<file path="config.mk">
export PLATFORM = sky130hd
export DESIGN_NAME = palindromic_prime_filter
export DESIGN_NICKNAME = d
export VERILOG_FILES = /design/src/hw/rtl/ppf_pkg.sv /design/src/hw/rtl/palindromic_prime_filter.sv /design/src/hw/rtl/ppf_front.sv /design/src/hw/rtl/ppf_queue.sv /design/src/hw/rtl/ppf_back.sv
export SDC_FILE = /design/constraint.sdc
export NUM_CORES = 2
export LEC_CHECK = 0
export ABC_AREA = 0
export BUFFER_PORTS_ARGS = -buffer_cell sky130_fd_sc_hd__buf_2
export CAP_MARGIN = 20
export CORE_AREA = 3 3 247 309
export CTS_CLUSTER_DIAMETER = 200
export DETAILED_ROUTE_END_ITERATION = 8
export DIE_AREA = 0 0 250 312
export GPL_ROUTABILITY_DRIVEN = 0
export PLACE_DENSITY_LB_ADDON = 0.15
export SLEW_MARGIN = 10
export SYNTH_ARGS = -nofsm -noshare
export SYNTH_HDL_FRONTEND = slang
export SYNTH_SLANG_ARGS = --single-unit
</file>
<file path="constraint.sdc">
create_clock -name i_clk -period 19.5 [get_ports i_clk]
set_clock_uncertainty 0.05 [all_clocks]
set_input_delay 1.95 -clock i_clk [delete_from_list [all_inputs] [get_ports i_clk]]
set_output_delay 1.95 -clock i_clk [all_outputs]
set_load 0.01 [all_outputs]
</file>
<file path="src/hw/rtl/ppf_pkg.sv">
// Shared widths, register indexes, reset values and word type for the palindromic prime filter.
package ppf_pkg;

    // Field widths
    localparam int IDX_W     = 14;
    localparam int VAL_W     = 24;
    localparam int CFG_W     = 27;
    localparam int CFG_IDX_W = 2;

    // Configuration register indexes
    localparam logic [CFG_IDX_W-1:0] REG_LOWER = 2'd0;
    localparam logic [CFG_IDX_W-1:0] REG_UPPER = 2'd1;

    // Configuration reset values
    localparam logic [CFG_W-1:0] LOWER_RESET = 27'd0;
    localparam logic [CFG_W-1:0] UPPER_RESET = 27'd100000000;

    typedef logic [VAL_W-1:0] t_val;
    typedef logic [CFG_W-1:0] t_cfg;

    // One candidate word travelling between front, queue and back
    typedef struct packed {
        logic valid;
        t_val value;
    } t_word;

endpackage

</file>
<file path="src/hw/rtl/palindromic_prime_filter.sv">
// Top level: configuration registers, front, word queue and trial-division back.
//
//  channel   signals                                  handshake
//  -------   ---------------------------------------  -------------------------------
//  input     i_candidate_index                        taken when start && !busy
//  result    o_prime_value                            valid for one cycle on o_strobe
//  config    i_cfg_index, i_cfg_wdata                 written when i_cfg_we is high
//
//  The front holds one index at a time; busy is high while it holds an index or the
//  queue is full. The back tries the odd divisors d from 3 up with d*d <= value, then
//  drains its remainder pipe before it reports; a composite stops once its smallest
//  factor is found.
//  Reset is synchronous and clears all control state and loads the bound reset values.
//  The receiver cannot stall: each result is shown for exactly one cycle.
module palindromic_prime_filter #(
    parameter int QUEUE_DEPTH = 2
) (
    input  logic                           i_clk,
    input  logic                           i_rst_n,
    input  logic                           start,
    output logic                           busy,
    input  logic [ppf_pkg::IDX_W-1:0]      i_candidate_index,
    output logic                           o_strobe,
    output logic [ppf_pkg::VAL_W-1:0]      o_prime_value,
    input  logic                           i_cfg_we,
    input  logic [ppf_pkg::CFG_IDX_W-1:0]  i_cfg_index,
    input  logic [ppf_pkg::CFG_W-1:0]      i_cfg_wdata
);

    ppf_pkg::t_cfg  r_lower_bound;
    ppf_pkg::t_cfg  r_upper_bound;
    ppf_pkg::t_word push_word;
    ppf_pkg::t_word head_word;
    logic           front_active;
    logic           queue_full;
    logic           pop;

    // Write the bound registers, ignore other indexes
    always_ff @(posedge i_clk) begin
        if (!i_rst_n) begin
            r_lower_bound <= ppf_pkg::LOWER_RESET;
            r_upper_bound <= ppf_pkg::UPPER_RESET;
        end else if (i_cfg_we) begin
            unique case (i_cfg_index)
                ppf_pkg::REG_LOWER: r_lower_bound <= i_cfg_wdata;
                ppf_pkg::REG_UPPER: r_upper_bound <= i_cfg_wdata;
                default: ;
            endcase
        end
    end

    assign busy = front_active || queue_full;

    ppf_front u_front (
        .i_clk             (i_clk),
        .i_rst_n           (i_rst_n),
        .i_accept          (start && !busy),
        .i_candidate_index (i_candidate_index),
        .i_lower_bound     (r_lower_bound),
        .i_upper_bound     (r_upper_bound),
        .o_push            (push_word),
        .o_active          (front_active)
    );

    ppf_queue #(
        .DEPTH (QUEUE_DEPTH)
    ) u_queue (
        .i_clk   (i_clk),
        .i_rst_n (i_rst_n),
        .i_push  (push_word),
        .i_pop   (pop),
        .o_head  (head_word),
        .o_full  (queue_full)
    );

    ppf_back u_back (
        .i_clk         (i_clk),
        .i_rst_n       (i_rst_n),
        .i_head        (head_word),
        .o_pop         (pop),
        .o_strobe      (o_strobe),
        .o_prime_value (o_prime_value)
    );

endmodule

</file>
<file path="src/hw/rtl/ppf_front.sv">
// Front part: forms the palindrome for an index, checks bounds and parity, pushes survivors.
module ppf_front (
    input  logic                       i_clk,
    input  logic                       i_rst_n,
    input  logic                       i_accept,
    input  logic [ppf_pkg::IDX_W-1:0]  i_candidate_index,
    input  ppf_pkg::t_cfg              i_lower_bound,
    input  ppf_pkg::t_cfg              i_upper_bound,
    output ppf_pkg::t_word             o_push,
    output logic                       o_active
);

    // Palindrome classes
    localparam logic [2:0] KIND_NONE  = 3'd0;
    localparam logic [2:0] KIND_LIT   = 3'd1;
    localparam logic [2:0] KIND_THREE = 3'd2;
    localparam logic [2:0] KIND_FIVE  = 3'd3;
    localparam logic [2:0] KIND_SEVEN = 3'd4;

    localparam logic [13:0] LAST_INDEX = 14'd9992;
    localparam logic [13:0] BASE_THREE = 14'd3;
    localparam logic [13:0] BASE_FIVE  = 14'd93;
    localparam logic [13:0] BASE_SEVEN = 14'd993;

    // Reciprocal multipliers: x/10 for x < 43699, x/10 for x < 1029, x/100 for x < 1000
    localparam logic [15:0] RECIP10_WIDE = 16'd52429;
    localparam logic [7:0]  RECIP10_NARW = 8'd205;
    localparam logic [5:0]  RECIP100     = 6'd41;

    // Stage A: index
    logic                       r_a_valid;
    logic [ppf_pkg::IDX_W-1:0]  r_idx;
    // Stage B: class, prefix quotient, middle digit
    logic                       r_b_valid;
    logic [2:0]                 r_b_kind;
    logic [9:0]                 r_q;
    logic [3:0]                 r_b_mid;
    // Stage C: prefix, middle digit, reversed prefix
    logic                       r_c_valid;
    logic [2:0]                 r_c_kind;
    logic [9:0]                 r_pre;
    logic [3:0]                 r_c_mid;
    logic [9:0]                 r_rev;
    // Stage D: palindrome value
    logic                       r_d_valid;
    logic                       r_d_keep;
    ppf_pkg::t_val              r_val;

    logic [2:0]  n_kind;
    logic [13:0] base_sel;
    logic [13:0] k_val;
    logic [29:0] q_prod;
    logic [9:0]  q_val;
    logic [13:0] mid_full;
    logic [9:0]  n_pre;
    logic [17:0] t_prod;
    logic [6:0]  t_val10;
    logic [15:0] h_prod;
    logic [3:0]  d2;
    logic [9:0]  d0_full;
    logic [6:0]  d1_full;
    logic [9:0]  n_rev;
    ppf_pkg::t_val n_val;
    logic        in_bounds;

    // Classify the index and split its offset into prefix quotient and middle digit
    always_comb begin
        if (r_idx > LAST_INDEX) begin
            n_kind   = KIND_NONE;
            base_sel = BASE_SEVEN;
        end else if (r_idx < BASE_THREE) begin
            n_kind   = KIND_LIT;
            base_sel = BASE_THREE;
        end else if (r_idx < BASE_FIVE) begin
            n_kind   = KIND_THREE;
            base_sel = BASE_THREE;
        end else if (r_idx < BASE_SEVEN) begin
            n_kind   = KIND_FIVE;
            base_sel = BASE_FIVE;
        end else begin
            n_kind   = KIND_SEVEN;
            base_sel = BASE_SEVEN;
        end
        k_val    = r_idx - base_sel;
        q_prod   = 30'(k_val) * 30'(RECIP10_WIDE);
        q_val    = q_prod[28:19];
        mid_full = k_val - 14'(q_val) * 14'd10;
    end

    // Form the prefix and its reversed digits
    always_comb begin
        unique case (r_b_kind)
            KIND_THREE: n_pre = r_q + 10'd1;
            KIND_FIVE:  n_pre = r_q + 10'd10;
            KIND_SEVEN: n_pre = r_q + 10'd100;
            default:    n_pre = r_q;
        endcase
        t_prod  = 18'(n_pre) * 18'(RECIP10_NARW);
        t_val10 = t_prod[17:11];
        h_prod  = 16'(n_pre) * 16'(RECIP100);
        d2      = h_prod[15:12];
        d0_full = n_pre - 10'(t_val10) * 10'd10;
        d1_full = t_val10 - 7'(d2) * 7'd10;
        if (r_b_kind == KIND_FIVE) begin
            n_rev = 10'(d0_full[3:0]) * 10'd10 + 10'(t_val10);
        end else begin
            n_rev = 10'(d0_full[3:0]) * 10'd100 + 10'(d1_full[3:0]) * 10'd10 + 10'(d2);
        end
    end

    // Assemble the palindrome value
    always_comb begin
        unique case (r_c_kind)
            KIND_THREE: n_val = 24'(r_pre) * 24'd101 + 24'(r_c_mid) * 24'd10;
            KIND_FIVE:  n_val = 24'(r_pre) * 24'd1000 + 24'(r_c_mid) * 24'd100
                                + 24'(r_rev);
            KIND_SEVEN: n_val = 24'(r_pre) * 24'd10000 + 24'(r_c_mid) * 24'd1000
                                + 24'(r_rev);
            KIND_LIT: begin
                unique case (r_pre[1:0])
                    2'd0:    n_val = 24'd5;
                    2'd1:    n_val = 24'd7;
                    default: n_val = 24'd11;
                endcase
            end
            default:    n_val = '0;
        endcase
    end

    // Advance the stage valids
    always_ff @(posedge i_clk) begin
        if (!i_rst_n) begin
            r_a_valid <= 1'b0;
            r_b_valid <= 1'b0;
            r_c_valid <= 1'b0;
            r_d_valid <= 1'b0;
        end else begin
            r_a_valid <= i_accept;
            r_b_valid <= r_a_valid;
            r_c_valid <= r_b_valid;
            r_d_valid <= r_c_valid;
        end
    end

    // Advance the stage payloads
    always_ff @(posedge i_clk) begin
        if (i_accept) begin
            r_idx <= i_candidate_index;
        end
        r_b_kind <= n_kind;
        r_q      <= (n_kind == KIND_LIT) ? r_idx[9:0] : q_val;
        r_b_mid  <= mid_full[3:0];
        r_c_kind <= r_b_kind;
        r_pre    <= n_pre;
        r_c_mid  <= r_b_mid;
        r_rev    <= n_rev;
        r_d_keep <= (r_c_kind != KIND_NONE);
        r_val    <= n_val;
    end

    // Drop values outside the bounds, even values and indexes past the last one
    assign in_bounds = (ppf_pkg::CFG_W'(r_val) >= i_lower_bound)
                    && (ppf_pkg::CFG_W'(r_val) <= i_upper_bound);

    assign o_push.valid = r_d_valid && r_d_keep && in_bounds && r_val[0];
    assign o_push.value = r_val;
    assign o_active     = r_a_valid || r_b_valid || r_c_valid || r_d_valid;

endmodule

</file>
<file path="src/hw/rtl/ppf_queue.sv">
// Short word queue between the front and the back.
module ppf_queue #(
    parameter int DEPTH = 2
) (
    input  logic           i_clk,
    input  logic           i_rst_n,
    input  ppf_pkg::t_word i_push,
    input  logic           i_pop,
    output ppf_pkg::t_word o_head,
    output logic           o_full
);

    localparam int PTR_W = (DEPTH > 1) ? $clog2(DEPTH) : 1;
    localparam int CNT_W = $clog2(DEPTH + 1);

    ppf_pkg::t_val     r_mem [DEPTH];
    logic [PTR_W-1:0]  r_wr_ptr;
    logic [PTR_W-1:0]  r_rd_ptr;
    logic [CNT_W-1:0]  r_count;

    logic do_push;
    logic do_pop;

    assign do_push = i_push.valid && !o_full;
    assign do_pop  = i_pop && o_head.valid;

    // Store the pushed word
    always_ff @(posedge i_clk) begin
        if (do_push) begin
            r_mem[r_wr_ptr] <= i_push.value;
        end
    end

    // Advance pointers and count
    always_ff @(posedge i_clk) begin
        if (!i_rst_n) begin
            r_wr_ptr <= '0;
            r_rd_ptr <= '0;
            r_count  <= '0;
        end else begin
            if (do_push) begin
                r_wr_ptr <= (r_wr_ptr == PTR_W'(DEPTH - 1)) ? '0 : r_wr_ptr + 1'b1;
            end
            if (do_pop) begin
                r_rd_ptr <= (r_rd_ptr == PTR_W'(DEPTH - 1)) ? '0 : r_rd_ptr + 1'b1;
            end
            if (do_push && !do_pop) begin
                r_count <= r_count + 1'b1;
            end else if (do_pop && !do_push) begin
                r_count <= r_count - 1'b1;
            end
        end
    end

    assign o_head.valid = (r_count != '0);
    assign o_head.value = r_mem[r_rd_ptr];
    assign o_full       = (r_count == CNT_W'(DEPTH));

endmodule

</file>
<file path="src/hw/rtl/ppf_back.sv">
// Back part: trial division of one word by odd divisors through a three-stage remainder pipe.
module ppf_back (
    input  logic           i_clk,
    input  logic           i_rst_n,
    input  ppf_pkg::t_word i_head,
    output logic           o_pop,
    output logic           o_strobe,
    output ppf_pkg::t_val  o_prime_value
);

    localparam int DIV_W   = 12;
    localparam int SQ_W    = 25;
    localparam int STEP_W  = 8;
    localparam int NUM_STG = ppf_pkg::VAL_W / STEP_W;

    localparam logic ST_IDLE = 1'b0;
    localparam logic ST_RUN  = 1'b1;

    typedef logic [DIV_W-1:0] t_div;

    // Fold STEP_W more dividend bits into a running remainder
    function automatic t_div rem_step(input t_div rem_in, input t_div d,
                                      input logic [STEP_W-1:0] chunk);
        logic [DIV_W:0] x;
        t_div           r;
        r = rem_in;
        for (int i = STEP_W - 1; i >= 0; i--) begin
            x = {r, chunk[i]};
            if (x >= {1'b0, d}) begin
                x = x - {1'b0, d};
            end
            r = x[DIV_W-1:0];
        end
        return r;
    endfunction

    logic          r_state;
    ppf_pkg::t_val r_v;
    t_div          r_d;
    logic [SQ_W-1:0] r_sq;
    logic          r_issue;
    logic          r_comp;
    logic          r_strobe;
    ppf_pkg::t_val r_prime;

    logic          r_stg_valid [NUM_STG];
    t_div          r_stg_d     [NUM_STG];
    t_div          r_stg_rem   [NUM_STG];

    logic          issue_now;
    logic          found_factor;
    logic          pipe_busy;
    logic          finish;

    always_comb begin
        pipe_busy = 1'b0;
        for (int s = 0; s < NUM_STG; s++) begin
            pipe_busy = pipe_busy || r_stg_valid[s];
        end
    end

    assign issue_now    = (r_state == ST_RUN) && r_issue && !r_comp
                       && (r_sq <= SQ_W'(r_v));
    assign found_factor = r_stg_valid[NUM_STG-1] && (r_stg_rem[NUM_STG-1] == '0);
    assign finish       = (r_state == ST_RUN) && !r_issue && !pipe_busy;
    assign o_pop        = (r_state == ST_IDLE) && i_head.valid;

    // Sequence one word: load, issue divisors, drain, report
    always_ff @(posedge i_clk) begin
        if (!i_rst_n) begin
            r_state  <= ST_IDLE;
            r_issue  <= 1'b0;
            r_comp   <= 1'b0;
            r_strobe <= 1'b0;
        end else begin
            r_strobe <= finish && !r_comp;
            unique case (r_state)
                ST_IDLE: begin
                    if (i_head.valid) begin
                        r_state <= ST_RUN;
                        r_issue <= 1'b1;
                        r_comp  <= 1'b0;
                    end
                end
                ST_RUN: begin
                    if (found_factor) begin
                        r_comp <= 1'b1;
                    end
                    if (!issue_now) begin
                        r_issue <= 1'b0;
                    end
                    if (finish) begin
                        r_state <= ST_IDLE;
                    end
                end
                default: r_state <= ST_IDLE;
            endcase
        end
    end

    // Hold the word and step the divisor and its square
    always_ff @(posedge i_clk) begin
        if (o_pop) begin
            r_v  <= i_head.value;
            r_d  <= DIV_W'(3);
            r_sq <= SQ_W'(9);
        end else if (issue_now) begin
            r_d  <= r_d + DIV_W'(2);
            r_sq <= r_sq + (SQ_W'(r_d) << 2) + SQ_W'(4);
        end
        if (finish) begin
            r_prime <= r_v;
        end
    end

    // Remainder pipe valids
    always_ff @(posedge i_clk) begin
        if (!i_rst_n) begin
            for (int s = 0; s < NUM_STG; s++) begin
                r_stg_valid[s] <= 1'b0;
            end
        end else begin
            r_stg_valid[0] <= issue_now;
            for (int s = 1; s < NUM_STG; s++) begin
                r_stg_valid[s] <= r_stg_valid[s-1];
            end
        end
    end

    // Remainder pipe payloads, most significant chunk first
    always_ff @(posedge i_clk) begin
        r_stg_d[0]   <= r_d;
        r_stg_rem[0] <= rem_step('0, r_d, r_v[ppf_pkg::VAL_W-1 -: STEP_W]);
        for (int s = 1; s < NUM_STG; s++) begin
            r_stg_d[s]   <= r_stg_d[s-1];
            r_stg_rem[s] <= rem_step(r_stg_rem[s-1], r_stg_d[s-1],
                                     r_v[ppf_pkg::VAL_W-1-s*STEP_W -: STEP_W]);
        end
    end

    assign o_strobe      = r_strobe;
    assign o_prime_value = r_prime;

endmodule
</file>
; ---- Word level (Yosys, flattened, before mapping)
; Memories as Yosys holds them, arrays and structs flattened. A register that Yosys moved wholly into a read port is not among the register bits.
; Cells that the tools add are included.
; Widths: inputs -> output; s select.
[word_totals]
elab_cells = 237
n_memories = 4
register_bits = 210
ram_bits = 123
[memory_table]
columns = name, words, width, read_ports, rd_clocked_by_memory_dff, wr, line
row1 = u_queue.r_mem, 2, 24, 1, 1, 1, ppf_queue.sv:16  ; ppf_pkg::t_val r_mem [DEPTH];
row2 = u_back.r_stg_d, 3, 12, 2, 0, 3, ppf_back.sv:47  ; t_div r_stg_d [NUM_STG];
row3 = u_back.r_stg_rem, 3, 12, 3, 0, 3, ppf_back.sv:48  ; t_div r_stg_rem [NUM_STG];
row4 = u_back.r_stg_valid, 3, 1, 3, 0, 3, ppf_back.sv:46  ; logic r_stg_valid [NUM_STG];
[op_classes]
mul = 15
addsub = 46
n_bitwise = 4
mux = 57
eq_ne = 14
order_cmp = 31
n_reduce_logical = 40
[ops]
columns = cell, n
row1 = $ge 13x12->1, 23
row2 = $mux 12, 24
row3 = $sub 12x12->12, 23
row4 = $pmux 24 s4, 1
row5 = $add 24x10->24, 2
row6 = $mux 14, 3
row7 = $mul 10x7->17 const B, 2
row8 = $mux 10, 3
row9 = $pmux 10 s3, 1
row10 = $mul 14x16->29 const B, 1
row11 = $ge 24x27->1, 1
row12 = $le 24x27->1, 1
row13 = $add 25x14->25, 1
row14 = $add 25x3->25 const B, 1
row15 = $le 25x24->1, 1
row16 = $add 24x14->24, 1
row17 = $add 20x11->21, 1
row18 = $mul 4x3->7 const B, 3
row19 = $mul 10x10->20 const B, 1
row20 = $add 17x8->18, 1
row21 = $mul 10x8->18 const B, 1
row22 = $logic_and 1x1->1, 17
row23 = $mul 10x6->16 const B, 1
row24 = $mux 1, 15
row25 = other kinds (44), 78

; ---- Logic depth before layout (Yosys ltp)
; An unclocked memory read counts as a cell.
[logic_depth]
ltp_word = 17
depth_mapped = 101
depth_no_buf = 93

; ---- By module
; Synthesis repeated with hierarchy kept, for this count alone.
[hier_totals]
hier_cells = 4696
hier_area_um2 = 42572.1
[by_module_without_submodules]
columns = mod, seq_area_each_um2, instances, area_each_um2, cells_per_inst
row1 = ppf_back, 3403.3, 1, 20343.3, 2366
row2 = ppf_front, 1881.8, 1, 18116.1, 2005
row3 = palindromic_prime_filter, 1081.0, 1, 2144.6, 225
row4 = ppf_queue, 1541.5, 1, 1968.1, 100

; ---- Worst setup path before layout
; OpenSTA, ideal clock, no wires.
[synth_timing]
path_type = register to register
from = memory u_back.r_stg_d[0][1] (netlist bit)
to = memory u_back.r_stg_rem[0][15] (netlist bit)
required_ps = 19327
period_less_slack_ps = 19273
setup_slack_ps = 227
stages_incl_launch_ff = 95
setup_ps = 123
t_arrival_ps = 19100
path_cell_list = dfxtp_1 > inv_1 > ha_1 > a21oi_2 > o221a_4 > a21oi_4 > o21ai_2 > clkbuf_1 > o21ai_0 > ha_1 > a21o_1 > a2bb2oi_1 > a21oi_1 > o41a_1 > a21oi_1 > o21ai_2 > clkbuf_1 > xnor2_1 > (+59 left out) > xnor2_1 > ha_1 > a21o_1 > a21oi_1 > o21bai_1 > a21oi_1 > o21bai_1 > a21oi_1 > nor2_1 > o21a_1 > o21ai_0 > nand2b_1 > a21oi_1 > nor2b_1 > nor3_1 > nand2_1 > buf_6 > mux2_1
[synth_lines]
columns = element, line
row1 = start: declaration, ppf_back.sv:47
row2 = end: declaration, ppf_back.sv:48

==> run metrics <==
TritonRoute pass-1 iters 5; final hold vios 0; Vias 32500; CTS tree yes; critical path fanouts, max 16; hpwl dp approximately 83 mm; first-pass GRT wire length 164 mm; hold slack 0.277 ns; dpl ws -0.0708 ns; CTS sink count 339; Post-synth EDFFs 110; Die Wd 250 um; Rows 111; Die H about 310 um; share of the clock period used by the worst path between 90% and 100%; Avg WL per Cell 17.7 um; Starting Density 56.0%; slowest stage cell, crit path or4_1; Routed Antenna Nets 0; Top FF cell, synth dfxtp_1; WS Path Type flip-flop to flip-flop; H-tree lvl count 2; CP Data Arrival Time roughly 19 ns; slowest cell delay on critical path 0.48 ns; vias in the first global route 32900; Yosys warnings 0; syn_area_per_cell 9.06 um2; core footprint about 0.073 mm2; Yosys cell types 97; Fmax 53.9 MHz; Netlist Area Pre-Place 0.0411 mm2; Worst path most repeated cell a21oi_2; initial antenna violation count 5; Core Util, Final 61.2%; Req. time, crit path between 15 and 20 ns; layout cells sized above 1 11.1%; Overflow after GRT 0; Layout area overhead 9.42%; CP Launch Type flip-flop; max-cap viol count 0; largest net degree at the start of global routing 70; I/O Buffers 72; DR DRC count 0; status completed; Post-Syn Instances 4537; Skew-Pair Late Insertion Delay between 0.5 and 0.6 ns; area share of the largest cell type after synthesis 24.1%; Rel. slew slack 29.3%; ranking of synthesized cells by area ha_1 (24%), dfxtp_1 (11%), fa_1 (8.9%), edfxtp_1 (8.0%), xnor2_1 (6.3%); Synth top cells by count ha_1 (793), inv_1 (560), a21oi_1 (341), xnor2_1 (296), nand2_1 (260); #FFs+latches synth 339; post-synth top area cell ha_1; gr usage total 25.5%; Vias/cell 5.71; I/O pins 73; Tmin final 18.55 ns; total CTS buffers 36; sequential share of the synthesized area around a fifth; initial DRC count 1338; fin. max-slew vios 0; Worst Tran Pin Value about 1.0 ns; CTS root buf clkbuf_16; Max clock buf depth 3; final worst setup slack 0.949 ns; die area about 0.078 mm2; Reg clk slew, reported paths around 0.060 ns; Net count, final 5717; Worst Hold Class flip-flop to flip-flop; cell with the most instances after synthesis ha_1; endpoints failing setup 0; Async SR Flop Fraction 0%; CP endpoint kind flip-flop; routed wire length 101 mm
-- critical path, delay by kind of cell (launching register included) --
| kind | cells | cell delay [ns] |
|---|---|---|
| AND/OR/NAND/NOR | 15 | 2.80 |
| XOR/XNOR | 1 | 0.18 |
| flip-flops | 1 | 0.33 |
| buffers and inverters | 5 | 0.81 |
| adder cells (fa/ha/maj) | 8 | 2.80 |
| multiplexers | 6 | 2.10 |
| AO/OA/AOI/OAI | 53 | 9.34 |
-- cell families after synthesis --
kind of cell,Yosys count,synth area share [%]
buffers and inverters,632,5.92
other,1,0.00912
AND/OR/NAND/NOR,913,10.8
adder cells (fa/ha/maj),977,33.1
flip-flops,339,19.2
multiplexers,188,5.22
XOR/XNOR,405,8.63
AO/OA/AOI/OAI,1082,17.2
-- final cells by class --
type | instances | area (um2)
Antenna cell | 3 | 7.51
Clock buffer | 45 | 1020
Clock inverter | 21 | 260
Fill cell | 6530 | 28500
Inverter | 561 | 2110
Multi-Input combinational cell | 3572 | 31300
Sequential cell | 339 | 7890
Tap cell | 960 | 1200
Timing Repair Buffer | 184 | 1240
-- timing repair --
item,CTS,global route
cloned,0,2
resized for setup,6,91
pin swaps,1,18
endpoints found under the setup margin,23,36
hold buffers,0,0
endpoints found under the hold margin,0,0
setup buffers,1,22
-- metal layers --
| layer | track usage (%) | wire length [um] | up-vias |
|---|---|---|---|
| met3 | 2.83 | 3250 | 189 |
| li1 | - | - | 16300 |
| met5 | 0 | 27 | - |
| met4 | 8.24 | 3550 | 4 |
| met2 | 49.0 | 52900 | 507 |
| met1 | 29.2 | 41000 | 15500 |
-- sequential cells by signal, indices dropped and copies added (netlist names), 2 cells and up --
signal                flops
u_back.r_stg_rem         36
u_front.r_pre            10
u_back.r_d               11
u_queue.r_count           2
r_upper_bound            27
u_front.r_c_kind          3
u_back.o_prime_value     24
u_queue.r_mem            48
u_back.r_stg_d           22
u_back.r_stg_valid        3
u_front.r_b_kind          3
u_front.r_b_mid           4
u_front.r_val            24
u_front.r_idx            14
u_back.r_sq              22
u_back.r_v               24
r_lower_bound            27
u_front.r_q              10
u_front.r_c_mid           4
u_front.r_rev            10
-- final timing paths --
check                              from                 endpoint  slack (ns)  cells past startpoint
hold reg to reg      u_front.r_b_mid[3]       u_front.r_c_mid[3]        0.28                      0
setup reg to reg  u_back.r_stg_d[0][16]  u_back.r_stg_rem[0][27]        0.95                     88
setup / recovery  u_back.r_stg_d[0][16]  u_back.r_stg_rem[0][27]        0.95                     88
hold / removal       u_front.r_b_mid[3]       u_front.r_c_mid[3]        0.28                      0
-- placed cells by master, fill, tap and decap left out, types with 59 or more instances in the layout --
| cell type | instances |
|---|---|
| inv_1 | 559 |
| nand4_1 | 66 |
| xnor2_1 | 287 |
| o21bai_1 | 104 |
| xor2_1 | 109 |
| o21ai_0 | 153 |
| edfxtp_1 | 110 |
| a21oi_1 | 311 |
| nor2_1 | 244 |
| fa_1 | 183 |
| mux2_2 | 133 |
| ha_1 | 793 |
| o21a_1 | 59 |
| a21o_1 | 129 |
| dfxtp_1 | 228 |
| nand2_1 | 258 |
| buf_2 | 72 |
| buf_4 | 108 |
-- through the flow --
step           TNS, ns  instances  instance area [um2]
2_1_floorplan        0       4541                41100
3_3_place_gp         0       5590                43100
3_5_place_dp    -0.850       5590                43100
4_1_cts              0       5657                44400
5_1_grt          -2.26       5682                45000
6_report             0       5685                45000
Power is left out: the tool's default activity adds up to more than one toggle a clock period on the data nets, which glitch-free logic cannot reach.
